[config.mk]
export PLATFORM = sky130hd
export DESIGN_NAME = integer_nearest_neighbor_scaler_flat
export DESIGN_NICKNAME = d
export VERILOG_FILES = /design/src/inns_pkg.sv /design/src/inns_if.sv /design/src/integer_nearest_neighbor_scaler.sv /design/src/inns_queue.sv /design/src/inns_front.sv /design/src/inns_back.sv /design/src/flat_wrapper.sv
export VERILOG_INCLUDE_DIRS = /design/src /design/src/src
export SDC_FILE = /design/constraint.sdc
export NUM_CORES = 1
export LEC_CHECK = 0
export BUFFER_PORTS_ARGS = -buffer_cell sky130_fd_sc_hd__clkbuf_2
export CAP_MARGIN = 20
export CORE_MARGIN = 2
export CORE_UTILIZATION = 55
export CTS_CLUSTER_SIZE = 30
export DETAILED_ROUTE_END_ITERATION = 16
export GPL_ROUTABILITY_DRIVEN = 0
export GPL_TIMING_DRIVEN = 0
export PLACE_DENSITY_LB_ADDON = 0.15
export SYNTH_ARGS = -nofsm -noshare
export SYNTH_HDL_FRONTEND = slang
export SYNTH_SLANG_ARGS = --single-unit
[constraint.sdc]
create_clock -name clk -period 6.8 [get_ports clk]
set_clock_uncertainty 0.2 [all_clocks]
set_input_delay 1.36 -clock clk [delete_from_list [all_inputs] [get_ports clk]]
set_output_delay 1.36 -clock clk [all_outputs]
set_load 0.005 [all_outputs]
[src/integer_nearest_neighbor_scaler_assert.svh]
// Assertion macros for the nearest-neighbor scaler.
// Define NO_ASSERTIONS to compile them out.
`ifndef INTEGER_NEAREST_NEIGHBOR_SCALER_ASSERT_SVH
`define INTEGER_NEAREST_NEIGHBOR_SCALER_ASSERT_SVH

`ifndef NO_ASSERTIONS

// Condition that must hold at every clock edge out of reset
`define INNS_ASSERT_ALWAYS(label, clk, rst_n, cond) \
	label: assert property (@(posedge clk) disable iff (!rst_n) (cond)) \
		else $error("assertion failed");

// Condition that must hold in the cycle after a trigger
`define INNS_ASSERT_NEXT(label, clk, rst_n, ante, cons) \
	label: assert property (@(posedge clk) disable iff (!rst_n) (ante) |=> (cons)) \
		else $error("assertion failed");

`else

`define INNS_ASSERT_ALWAYS(label, clk, rst_n, cond)
`define INNS_ASSERT_NEXT(label, clk, rst_n, ante, cons)

`endif

`endif

[src/inns_pkg.sv]
`timescale 1ns / 1ps

package inns_pkg;

	// Fixed field widths
	localparam int CH_W      = 8;
	localparam int IDX_W     = 30;
	localparam int KEPT_W    = 24;
	localparam int SCALE_W   = 4;
	localparam int DIM_W     = 13;
	localparam int CFG_IDX_W = 2;

	// Command queue depth between front and back
	localparam int Q_DEPTH   = 2;

	// Configuration register indexes
	typedef enum logic [CFG_IDX_W-1:0] {
		REG_MODE     = 2'd0,
		REG_SCALE    = 2'd1,
		REG_SRC_COLS = 2'd2,
		REG_SRC_ROWS = 2'd3
	} cfg_reg_t;

	// Scaling direction
	typedef enum logic {
		MODE_DOWN = 1'b0,
		MODE_UP   = 1'b1
	} mode_t;

	// One queued pixel: color and first destination index
	typedef struct packed {
		logic [CH_W-1:0]  red;
		logic [CH_W-1:0]  green;
		logic [CH_W-1:0]  blue;
		logic [IDX_W-1:0] base;
	} cmd_t;

	// Queue status
	typedef struct packed {
		logic full;
		logic empty;
	} q_stat_t;

endpackage

[src/inns_if.sv]
`timescale 1ns / 1ps

// Source pixel channel
interface inns_pix_if;
	logic                      valid;
	logic                      ready;
	logic [inns_pkg::CH_W-1:0] red_in;
	logic [inns_pkg::CH_W-1:0] green_in;
	logic [inns_pkg::CH_W-1:0] blue_in;

	modport source (output valid, red_in, green_in, blue_in, input ready);
	modport sink (input valid, red_in, green_in, blue_in, output ready);
endinterface

// Result pixel channel
interface inns_res_if;
	logic                       valid;
	logic                       ready;
	logic [inns_pkg::CH_W-1:0]  red_out;
	logic [inns_pkg::CH_W-1:0]  green_out;
	logic [inns_pkg::CH_W-1:0]  blue_out;
	logic [inns_pkg::IDX_W-1:0] dest_index;
	logic                       last_of_run;

	modport source (output valid, red_out, green_out, blue_out, dest_index, last_of_run,
		input ready);
	modport sink (input valid, red_out, green_out, blue_out, dest_index, last_of_run,
		output ready);
endinterface

// Configuration write channel
interface inns_cfg_if;
	logic                           valid;
	logic                           ready;
	logic [inns_pkg::CFG_IDX_W-1:0] index;
	logic [inns_pkg::DIM_W-1:0]     data;

	modport source (output valid, index, data, input ready);
	modport sink (input valid, index, data, output ready);
endinterface

[src/integer_nearest_neighbor_scaler.sv]
// Nearest-neighbor integer scaler. Source pixels enter in raster order on the pixel
// channel; the front end tracks row and column, drops pixels that decimation skips, and
// queues the rest with their first destination index. The back end drives one result per
// cycle through an output register unless the queue is empty or the output is stalled:
// a kept pixel in downscale mode yields one result, one in upscale mode scale*scale
// results (four at scale 2). Dropped pixels bypass the back end and are taken at one per
// cycle while the two-entry queue has room and the input is not paused. Any register
// write restarts the frame and pauses the pixel input while the row stride is recomputed.
`timescale 1ns / 1ps
`include "integer_nearest_neighbor_scaler_assert.svh"

module integer_nearest_neighbor_scaler #(
	parameter int MAX_DIM   = 4096,
	parameter int MAX_SCALE = 8
) (
	input  logic        clk,
	input  logic        arst_n,
	inns_pix_if.sink    pixel,
	inns_res_if.source  result,
	inns_cfg_if.sink    cfg
);

	localparam int SW = inns_pkg::SCALE_W;
	localparam int DW = inns_pkg::DIM_W;
	localparam int EW = $clog2(MAX_DIM + 1);
	localparam int XW = (EW > DW) ? EW : DW;
	localparam int PW = $clog2(MAX_DIM);
	localparam int WW = XW + SW;
	localparam int RW = WW + SW;

	inns_pkg::mode_t mode_q;
	logic [SW-1:0]   scale_q;
	logic [DW-1:0]   cols_q, rows_q;
	logic [1:0]      hold_q;

	logic [SW-1:0]   eff_s, eff_s_q;
	logic [XW-1:0]   eff_cols, eff_rows, eff_cols_q, eff_rows_q;
	logic [WW-1:0]   wide_q;
	logic [RW-1:0]   row_step_q;

	logic              cfg_wr;
	logic              q_push, q_pop;
	inns_pkg::cmd_t    q_in, q_head;
	inns_pkg::q_stat_t q_stat;

	assign cfg.ready = 1'b1;
	assign cfg_wr    = cfg.valid && cfg.ready;

	// Register file
	always_ff @(posedge clk or negedge arst_n) begin
		if (!arst_n) begin
			mode_q  <= inns_pkg::MODE_DOWN;
			scale_q <= SW'(1);
			cols_q  <= DW'(1);
			rows_q  <= DW'(1);
		end else if (cfg_wr) begin
			unique case (inns_pkg::cfg_reg_t'(cfg.index))
				inns_pkg::REG_MODE:     mode_q  <= inns_pkg::mode_t'(cfg.data[0]);
				inns_pkg::REG_SCALE:    scale_q <= cfg.data[SW-1:0];
				inns_pkg::REG_SRC_COLS: cols_q  <= cfg.data;
				inns_pkg::REG_SRC_ROWS: rows_q  <= cfg.data;
				default:                mode_q  <= mode_q;
			endcase
		end
	end

	// Clamp scale and size to their legal ranges
	always_comb begin
		if (scale_q == '0) eff_s = SW'(1);
		else if (scale_q > SW'(MAX_SCALE)) eff_s = SW'(MAX_SCALE);
		else eff_s = scale_q;

		if (cols_q == '0) eff_cols = XW'(1);
		else if (XW'(cols_q) > XW'(MAX_DIM)) eff_cols = XW'(MAX_DIM);
		else eff_cols = XW'(cols_q);

		if (rows_q == '0) eff_rows = XW'(1);
		else if (XW'(rows_q) > XW'(MAX_DIM)) eff_rows = XW'(MAX_DIM);
		else eff_rows = XW'(rows_q);
	end

	// Derived strides, one multiply per stage
	always_ff @(posedge clk) begin
		eff_s_q    <= eff_s;
		eff_cols_q <= eff_cols;
		eff_rows_q <= eff_rows;
		wide_q     <= WW'(eff_cols) * WW'(eff_s);
		row_step_q <= RW'(wide_q) * RW'(eff_s_q);
	end

	// Input pause while strides settle
	always_ff @(posedge clk or negedge arst_n) begin
		if (!arst_n) begin
			hold_q <= 2'd2;
		end else if (cfg_wr) begin
			hold_q <= 2'd2;
		end else if (hold_q != 2'd0) begin
			hold_q <= hold_q - 2'd1;
		end
	end

	inns_front #(
		.PW(PW),
		.XW(XW),
		.RW(RW)
	) u_front (
		.clk      (clk),
		.arst_n   (arst_n),
		.pixel    (pixel),
		.restart  (cfg_wr),
		.hold     (hold_q != 2'd0),
		.mode     (mode_q),
		.scale    (eff_s_q),
		.cols     (eff_cols_q),
		.rows     (eff_rows_q),
		.row_step (row_step_q),
		.qs       (q_stat),
		.push     (q_push),
		.push_cmd (q_in)
	);

	inns_queue u_queue (
		.clk      (clk),
		.arst_n   (arst_n),
		.push     (q_push),
		.push_cmd (q_in),
		.pop      (q_pop),
		.head     (q_head),
		.stat     (q_stat)
	);

	inns_back #(
		.WW(WW)
	) u_back (
		.clk    (clk),
		.arst_n (arst_n),
		.result (result),
		.mode   (mode_q),
		.scale  (eff_s_q),
		.wide   (wide_q),
		.head   (q_head),
		.qs     (q_stat),
		.pop    (q_pop)
	);

	// Checks
	`INNS_ASSERT_ALWAYS(a_pop_nonempty, clk, arst_n, !(q_pop && q_stat.empty))
	`INNS_ASSERT_ALWAYS(a_push_not_full, clk, arst_n, !(q_push && q_stat.full))
	`INNS_ASSERT_NEXT(a_cfg_pauses_input, clk, arst_n, cfg_wr, !pixel.ready)

endmodule

[src/inns_queue.sv]
`timescale 1ns / 1ps

module inns_queue (
	input  logic             clk,
	input  logic             arst_n,
	input  logic             push,
	input  inns_pkg::cmd_t   push_cmd,
	input  logic             pop,
	output inns_pkg::cmd_t   head,
	output inns_pkg::q_stat_t stat
);

	localparam int PTR_W = (inns_pkg::Q_DEPTH > 1) ? $clog2(inns_pkg::Q_DEPTH) : 1;
	localparam int CNT_W = $clog2(inns_pkg::Q_DEPTH + 1);

	inns_pkg::cmd_t     slot_q [inns_pkg::Q_DEPTH];
	logic [PTR_W-1:0]   wr_ptr_q;
	logic [PTR_W-1:0]   rd_ptr_q;
	logic [CNT_W-1:0]   count_q;

	// Pointer wrap
	function automatic logic [PTR_W-1:0] next_ptr(input logic [PTR_W-1:0] p);
		logic [PTR_W-1:0] r;
		if (p == PTR_W'(inns_pkg::Q_DEPTH - 1)) r = '0;
		else r = p + PTR_W'(1);
		return r;
	endfunction

	// Slot storage
	always_ff @(posedge clk) begin
		if (push) begin
			slot_q[wr_ptr_q] <= push_cmd;
		end
	end

	// Pointers and fill level
	always_ff @(posedge clk or negedge arst_n) begin
		if (!arst_n) begin
			wr_ptr_q <= '0;
			rd_ptr_q <= '0;
			count_q  <= '0;
		end else begin
			if (push) wr_ptr_q <= next_ptr(wr_ptr_q);
			if (pop) rd_ptr_q <= next_ptr(rd_ptr_q);
			if (push && !pop) count_q <= count_q + CNT_W'(1);
			else if (pop && !push) count_q <= count_q - CNT_W'(1);
		end
	end

	assign head       = slot_q[rd_ptr_q];
	assign stat.full  = (count_q == CNT_W'(inns_pkg::Q_DEPTH));
	assign stat.empty = (count_q == '0);

endmodule

[src/inns_front.sv]
`timescale 1ns / 1ps

module inns_front #(
	parameter int PW = 12,
	parameter int XW = 13,
	parameter int RW = 21
) (
	input  logic                         clk,
	input  logic                         arst_n,
	inns_pix_if.sink                     pixel,
	input  logic                         restart,
	input  logic                         hold,
	input  inns_pkg::mode_t              mode,
	input  logic [inns_pkg::SCALE_W-1:0] scale,
	input  logic [XW-1:0]                cols,
	input  logic [XW-1:0]                rows,
	input  logic [RW-1:0]                row_step,
	input  inns_pkg::q_stat_t            qs,
	output logic                         push,
	output inns_pkg::cmd_t               push_cmd
);

	localparam int SW = inns_pkg::SCALE_W;
	localparam int CBW = PW + SW;

	logic [PW-1:0]               col_q, row_q;
	logic [SW-1:0]               col_ph_q, row_ph_q;
	logic [CBW-1:0]              col_base_q;
	logic [inns_pkg::IDX_W-1:0]  row_base_q;
	logic [inns_pkg::KEPT_W-1:0] kept_q;

	logic accept, col_last, row_last, keep;
	logic [SW-1:0] ph_top;

	assign pixel.ready = !hold && !qs.full;
	assign accept      = pixel.valid && pixel.ready;
	assign ph_top      = scale - SW'(1);

	// Position classification
	assign col_last = (XW'(col_q) + XW'(1)) == cols;
	assign row_last = (XW'(row_q) + XW'(1)) == rows;
	assign keep = (col_ph_q == '0) && (row_ph_q == '0)
		&& ((XW+1)'(col_q) + (XW+1)'(scale) <= (XW+1)'(cols))
		&& ((XW+1)'(row_q) + (XW+1)'(scale) <= (XW+1)'(rows));

	// Command toward the back end
	assign push = accept && ((mode == inns_pkg::MODE_UP) || keep);
	always_comb begin
		push_cmd.red   = pixel.red_in;
		push_cmd.green = pixel.green_in;
		push_cmd.blue  = pixel.blue_in;
		if (mode == inns_pkg::MODE_UP) begin
			push_cmd.base = row_base_q + inns_pkg::IDX_W'(col_base_q);
		end else begin
			push_cmd.base = inns_pkg::IDX_W'(kept_q);
		end
	end

	// Raster position tracking
	always_ff @(posedge clk or negedge arst_n) begin
		if (!arst_n) begin
			col_q      <= '0;
			row_q      <= '0;
			col_ph_q   <= '0;
			row_ph_q   <= '0;
			col_base_q <= '0;
			row_base_q <= '0;
			kept_q     <= '0;
		end else if (restart || (accept && col_last && row_last)) begin
			col_q      <= '0;
			row_q      <= '0;
			col_ph_q   <= '0;
			row_ph_q   <= '0;
			col_base_q <= '0;
			row_base_q <= '0;
			kept_q     <= '0;
		end else if (accept) begin
			if (push && (mode == inns_pkg::MODE_DOWN)) begin
				kept_q <= kept_q + inns_pkg::KEPT_W'(1);
			end
			if (col_last) begin
				col_q      <= '0;
				col_ph_q   <= '0;
				col_base_q <= '0;
				row_q      <= row_q + PW'(1);
				row_ph_q   <= (row_ph_q == ph_top) ? '0 : row_ph_q + SW'(1);
				row_base_q <= row_base_q + inns_pkg::IDX_W'(row_step);
			end else begin
				col_q      <= col_q + PW'(1);
				col_ph_q   <= (col_ph_q == ph_top) ? '0 : col_ph_q + SW'(1);
				col_base_q <= col_base_q + CBW'(scale);
			end
		end
	end

endmodule

[src/inns_back.sv]
`timescale 1ns / 1ps

module inns_back #(
	parameter int WW = 17
) (
	input  logic                         clk,
	input  logic                         arst_n,
	inns_res_if.source                   result,
	input  inns_pkg::mode_t              mode,
	input  logic [inns_pkg::SCALE_W-1:0] scale,
	input  logic [WW-1:0]                wide,
	input  inns_pkg::cmd_t               head,
	input  inns_pkg::q_stat_t            qs,
	output logic                         pop
);

	localparam int SW = inns_pkg::SCALE_W;
	localparam int OW = WW + SW;

	logic [SW-1:0] si_q, sj_q;
	logic [OW-1:0] row_off_q;
	logic          out_valid_q;
	logic [inns_pkg::CH_W-1:0]  red_q, green_q, blue_q;
	logic [inns_pkg::IDX_W-1:0] idx_q;
	logic          last_q;

	logic step, at_row_end, last;
	logic [SW-1:0] top;

	assign top        = scale - SW'(1);
	assign step       = !qs.empty && (!out_valid_q || result.ready);
	assign at_row_end = (sj_q == top);
	assign last       = (mode == inns_pkg::MODE_DOWN) || (at_row_end && (si_q == top));
	assign pop        = step && last;

	// Copy counters within the scale x scale block
	always_ff @(posedge clk or negedge arst_n) begin
		if (!arst_n) begin
			si_q      <= '0;
			sj_q      <= '0;
			row_off_q <= '0;
		end else if (step) begin
			if (last) begin
				si_q      <= '0;
				sj_q      <= '0;
				row_off_q <= '0;
			end else if (at_row_end) begin
				sj_q      <= '0;
				si_q      <= si_q + SW'(1);
				row_off_q <= row_off_q + OW'(wide);
			end else begin
				sj_q <= sj_q + SW'(1);
			end
		end
	end

	// Output register valid
	always_ff @(posedge clk or negedge arst_n) begin
		if (!arst_n) begin
			out_valid_q <= 1'b0;
		end else if (step) begin
			out_valid_q <= 1'b1;
		end else if (result.ready) begin
			out_valid_q <= 1'b0;
		end
	end

	// Output register payload
	always_ff @(posedge clk) begin
		if (step) begin
			red_q   <= head.red;
			green_q <= head.green;
			blue_q  <= head.blue;
			idx_q   <= head.base + inns_pkg::IDX_W'(row_off_q) + inns_pkg::IDX_W'(sj_q);
			last_q  <= last;
		end
	end

	assign result.valid       = out_valid_q;
	assign result.red_out     = red_q;
	assign result.green_out   = green_q;
	assign result.blue_out    = blue_q;
	assign result.dest_index  = idx_q;
	assign result.last_of_run = last_q;

endmodule
[src/flat_wrapper.sv]
// flat-port wrapper written by rule: the top's interface ports become plain ports
module integer_nearest_neighbor_scaler_flat 
#(
	parameter int MAX_DIM   = 4096,
	parameter int MAX_SCALE = 8
)
  (clk, arst_n, pixel_valid, pixel_red_in, pixel_green_in, pixel_blue_in, pixel_ready, result_valid, result_red_out, result_green_out, result_blue_out, result_dest_index, result_last_of_run, result_ready, cfg_valid, cfg_index, cfg_data, cfg_ready);
  inns_pix_if pixel_i ();
  inns_res_if result_i ();
  inns_cfg_if cfg_i ();
  input  logic clk;
  input  logic arst_n;
  input wire logic [$bits(pixel_i.valid)-1:0] pixel_valid;
  input wire logic [$bits(pixel_i.red_in)-1:0] pixel_red_in;
  input wire logic [$bits(pixel_i.green_in)-1:0] pixel_green_in;
  input wire logic [$bits(pixel_i.blue_in)-1:0] pixel_blue_in;
  output wire logic [$bits(pixel_i.ready)-1:0] pixel_ready;
  output wire logic [$bits(result_i.valid)-1:0] result_valid;
  output wire logic [$bits(result_i.red_out)-1:0] result_red_out;
  output wire logic [$bits(result_i.green_out)-1:0] result_green_out;
  output wire logic [$bits(result_i.blue_out)-1:0] result_blue_out;
  output wire logic [$bits(result_i.dest_index)-1:0] result_dest_index;
  output wire logic [$bits(result_i.last_of_run)-1:0] result_last_of_run;
  input wire logic [$bits(result_i.ready)-1:0] result_ready;
  input wire logic [$bits(cfg_i.valid)-1:0] cfg_valid;
  input wire logic [$bits(cfg_i.index)-1:0] cfg_index;
  input wire logic [$bits(cfg_i.data)-1:0] cfg_data;
  output wire logic [$bits(cfg_i.ready)-1:0] cfg_ready;
  assign pixel_i.valid = pixel_valid;
  assign pixel_i.red_in = pixel_red_in;
  assign pixel_i.green_in = pixel_green_in;
  assign pixel_i.blue_in = pixel_blue_in;
  assign pixel_ready = pixel_i.ready;
  assign result_valid = result_i.valid;
  assign result_red_out = result_i.red_out;
  assign result_green_out = result_i.green_out;
  assign result_blue_out = result_i.blue_out;
  assign result_dest_index = result_i.dest_index;
  assign result_last_of_run = result_i.last_of_run;
  assign result_i.ready = result_ready;
  assign cfg_i.valid = cfg_valid;
  assign cfg_i.index = cfg_index;
  assign cfg_i.data = cfg_data;
  assign cfg_ready = cfg_i.ready;
  integer_nearest_neighbor_scaler #(.MAX_DIM(MAX_DIM), .MAX_SCALE(MAX_SCALE)) u_core (.clk(clk), .arst_n(arst_n), .pixel(pixel_i), .result(result_i), .cfg(cfg_i));
endmodule
==> reports/qor.csv <==
metric,value,unit
htree_levels,2,
rows,77,
drt_iter0_drc,1205,
netSwitchingFraction,0.3565,
cts.root.buffer_cell,clkbuf_16,
cts_sinks,400,
max_slew_margin,0.2958,
clockBufferDepth,3,
io_buffers,100,
critPathLaunchType,flip-flop,
pwr-share-comb,0.361,
synth_area_leaders,"edfxtp_1 (20%), dfrtp_1 (17%), ha_1 (9.6%), dfxtp_1 (5.5%), fa_1 (5.1%)",
worst_pin_slew,1049,ps
outcome,finished clean,
pin_count,102,
grt_pass1_vias,18030,
detailed_place_hpwl,44360,microns
holdCritPathClass,reg -> reg,
drt-total-wl,58270,microns
antenna_cells,0,
grt_max_degree,90,
ys.flop_type,dfrtp_1,
critPathArrivalTime,6280,ps
antenna_left,0,
post-route-min-period,6262,ps
p_per_area,333.3,nW/um^2
die_y,215.3,microns
drive_above_1_share,0.1201,
rsz0062_at_grt,false,
insertion_delay,580,ps
initial_core_util,0.5566,
cts_tree,done,
synth_top_area_share,0.1993,
power,9.140,mW
ys_top_cells_by_count,"nand2_1 (189), ha_1 (188), inv_1 (185), dfrtp_1 (165), edfxtp_1 (163)",
track_usage,0.2536,
drv_cap,0,
synth_edf_count,163,
fillers,3657,
vias,18180,
p_leak,12.41,nW
antenna_found_initial,1,
synth.most_common_cell,nand2_1,
synth_largest_area_cell,edfxtp_1,
vias_per_cell,5.758,
pwr-share-seq,0.379,
area_delta_synth_final,11.65,%
holdBufCountCts,0,
switching_power,3.259,mW
multi_input_area,13060,sq um
syn_nets,2672,
path_clk_slew,60,ps
slew_viol_final,0,
grt_pass1_wl,93510,microns
wire_per_inst,18.46,microns
finalCritPeriodShare,0.9209,
cts_buffers,44,
crit_required,6810,ps
dieArea,46360,sq um
seq_area,10490,sq um
grt.overflow.total,0,
post-route-util,0.6214,
cp-end-kind,flip-flop,
syn_inst,2377,
final_cell_area,27420,sq um
async_reset_ff_frac,0.4225,
placed_area,25910,sq um
final_cells,3157,
yosysUniqueCellTypes,82,
syn_area_per_cell,10.33,sq um
drc_errors,0,
core_area,44120,sq um
setup_viol,0,
hold_viol,0,
ys_ff_latch,400,
crit_path_max_fanout,12,
ys_seq_area_frac,0.4271,
layout.nets,2825,
max_freq,0.1597,GHz
internal_power,5.882,mW
syn-cell-area,24560,sq um
ir_drop,0.2135,mV
power_frac_clock,0.261,
holdWs,305.2,ps
dp_cells,3073,
yosysWarnings,0,
drt-pass1-iter-count,7,
die_w,215.3,microns
critPathKind,reg -> reg,
[cell type report]
cell class	count	share of cell area
inverter	185	0.02532
buffer	79	0.01310
sequential	400	0.3826
timing repair buffer	106	0.02231
clock buffer	61	0.04549
tap	592	0.02701
multi-input combinational	1714	0.4763
clock inverter	20	0.007939
[power groups by stage]
stage / combinational (mW) / clock (mW) / sequential [mW]
5_1_grt: 3.71 / 2.53 / 3.50
3_3_place_gp: 3.16 / 0 / 3.50
3_5_place_dp: 3.28 / 0 / 3.50
6_report: 3.30 / 2.38 / 3.46
2_1_floorplan: 2.38 / 0 / 3.37
4_1_cts: 3.31 / 2.43 / 3.46
[cells in the final DEF, fill, tap and decap left out, types with 29 or more instances in the layout]
cell and instances:
xnor2_1 116, xor2_1 93, or3_1 29, dfxtp_1 68, nand4_1 31, clkbuf_2 102, nor3_1 36, o21ai_0 116
inv_1 184, and3_1 30, clkbuf_16 46, a21oi_1 106, nand3_1 60, a21o_1 63, and2_1 63, dfrtp_1 165
fa_1 63, ha_1 188, mux2_2 92, nand2_1 189, nor2_1 159, edfxtp_1 163, clkbuf_1 68
[flip-flops by register name, summed over array words and instances (netlist names), 16 cells and up]
signal                           count
u_core.row_step_q                   21
u_core.u_back.result.dest_index     30
u_core.u_back.row_off_q             21
u_core.u_front.col_base_q           16
u_core.u_front.kept_q               24
u_core.u_front.row_base_q           30
u_core.u_queue.slot_q              108
u_core.wide_q                       17
[layer usage]
metal  track usage  share of wire  vias up
met5             0              0        -
met4        0.1124          0.044        0
met3       0.03057          0.047      130
met2        0.4347           0.49      461
met1        0.3234           0.42     8897
li1              -              -     8690
[stage by stage]
step                      TNS (ps)  setup WS [ps]
after floorplan                  0          790.1
after detailed placement    -18740         -297.4
final                            0          538.1
after global placement     -169000          -1665
after CTS                        0          29.89
after global routing             0          162.4
[final timing paths]
kind / startpoint / to / slack (ps) / cells past startpoint
setup / recovery: u_core.eff_s_q[1]$_DFF_P_ / u_core.u_queue.slot_q[0][1]$_DFFE_PP_ / 540 / 19
hold / removal: u_core.rows_q[5]$_DFFE_PN0P_ / u_core.eff_rows_q[5]$_SDFF_PP0_ / 310 / 1
setup reg to reg: u_core.eff_s_q[1]$_DFF_P_ / u_core.u_queue.slot_q[0][1]$_DFFE_PP_ / 540 / 19
hold reg to reg: u_core.rows_q[5]$_DFFE_PN0P_ / u_core.eff_rows_q[5]$_SDFF_PP0_ / 310 / 1
max in group asynchronous: arst_n / u_core.u_back.row_off_q[12]$_DFFE_PN0P_ / 4820 / 2
min in group asynchronous: arst_n / u_core.scale_q[3]$_DFFE_PN0P_ / 640 / 1
[critical path, stage by stage (launching register included)]
cell,delay [ps]
dfxtp_1,490
clkbuf_1,400
clkbuf_2,330
inv_1,200
fa_1,460
inv_1,70
a21o_1,120
a21oi_1,130
nor2_1,230
nand3_1,130
xnor2_1,170
ha_1,320
nand4_1,150
nor2_1,240
nand4_1,240
a21o_1,240
a221oi_4,370
clkbuf_2,330
o21ai_0,320
nor2_2,760
[timing repair]
action | in CTS | in global routing
resized for setup | 2 | 5
setup buffers | 0 | 2
gates cloned | 1 | 0
pin swaps | 1 | 1
setup endpoints to repair | 91 | 108
[logic make-up (layout without fill, tap and decap cells)]
family / after synthesis / in the layout / synth area share
other: 1 / 1 / 0.0001527
multiplexers: 104 / 104 / 0.04707
adder cells (fa/ha/maj): 251 / 251 / 0.1471
buffers and inverters: 264 / 451 / 0.04279
XOR/XNOR: 209 / 209 / 0.07453
AO/OA/AOI/OAI: 462 / 462 / 0.1233
flip-flops: 400 / 400 / 0.4271
AND/OR/NAND/NOR: 686 / 687 / 0.1379
Note: power is estimated with default switching activity, not from simulation.
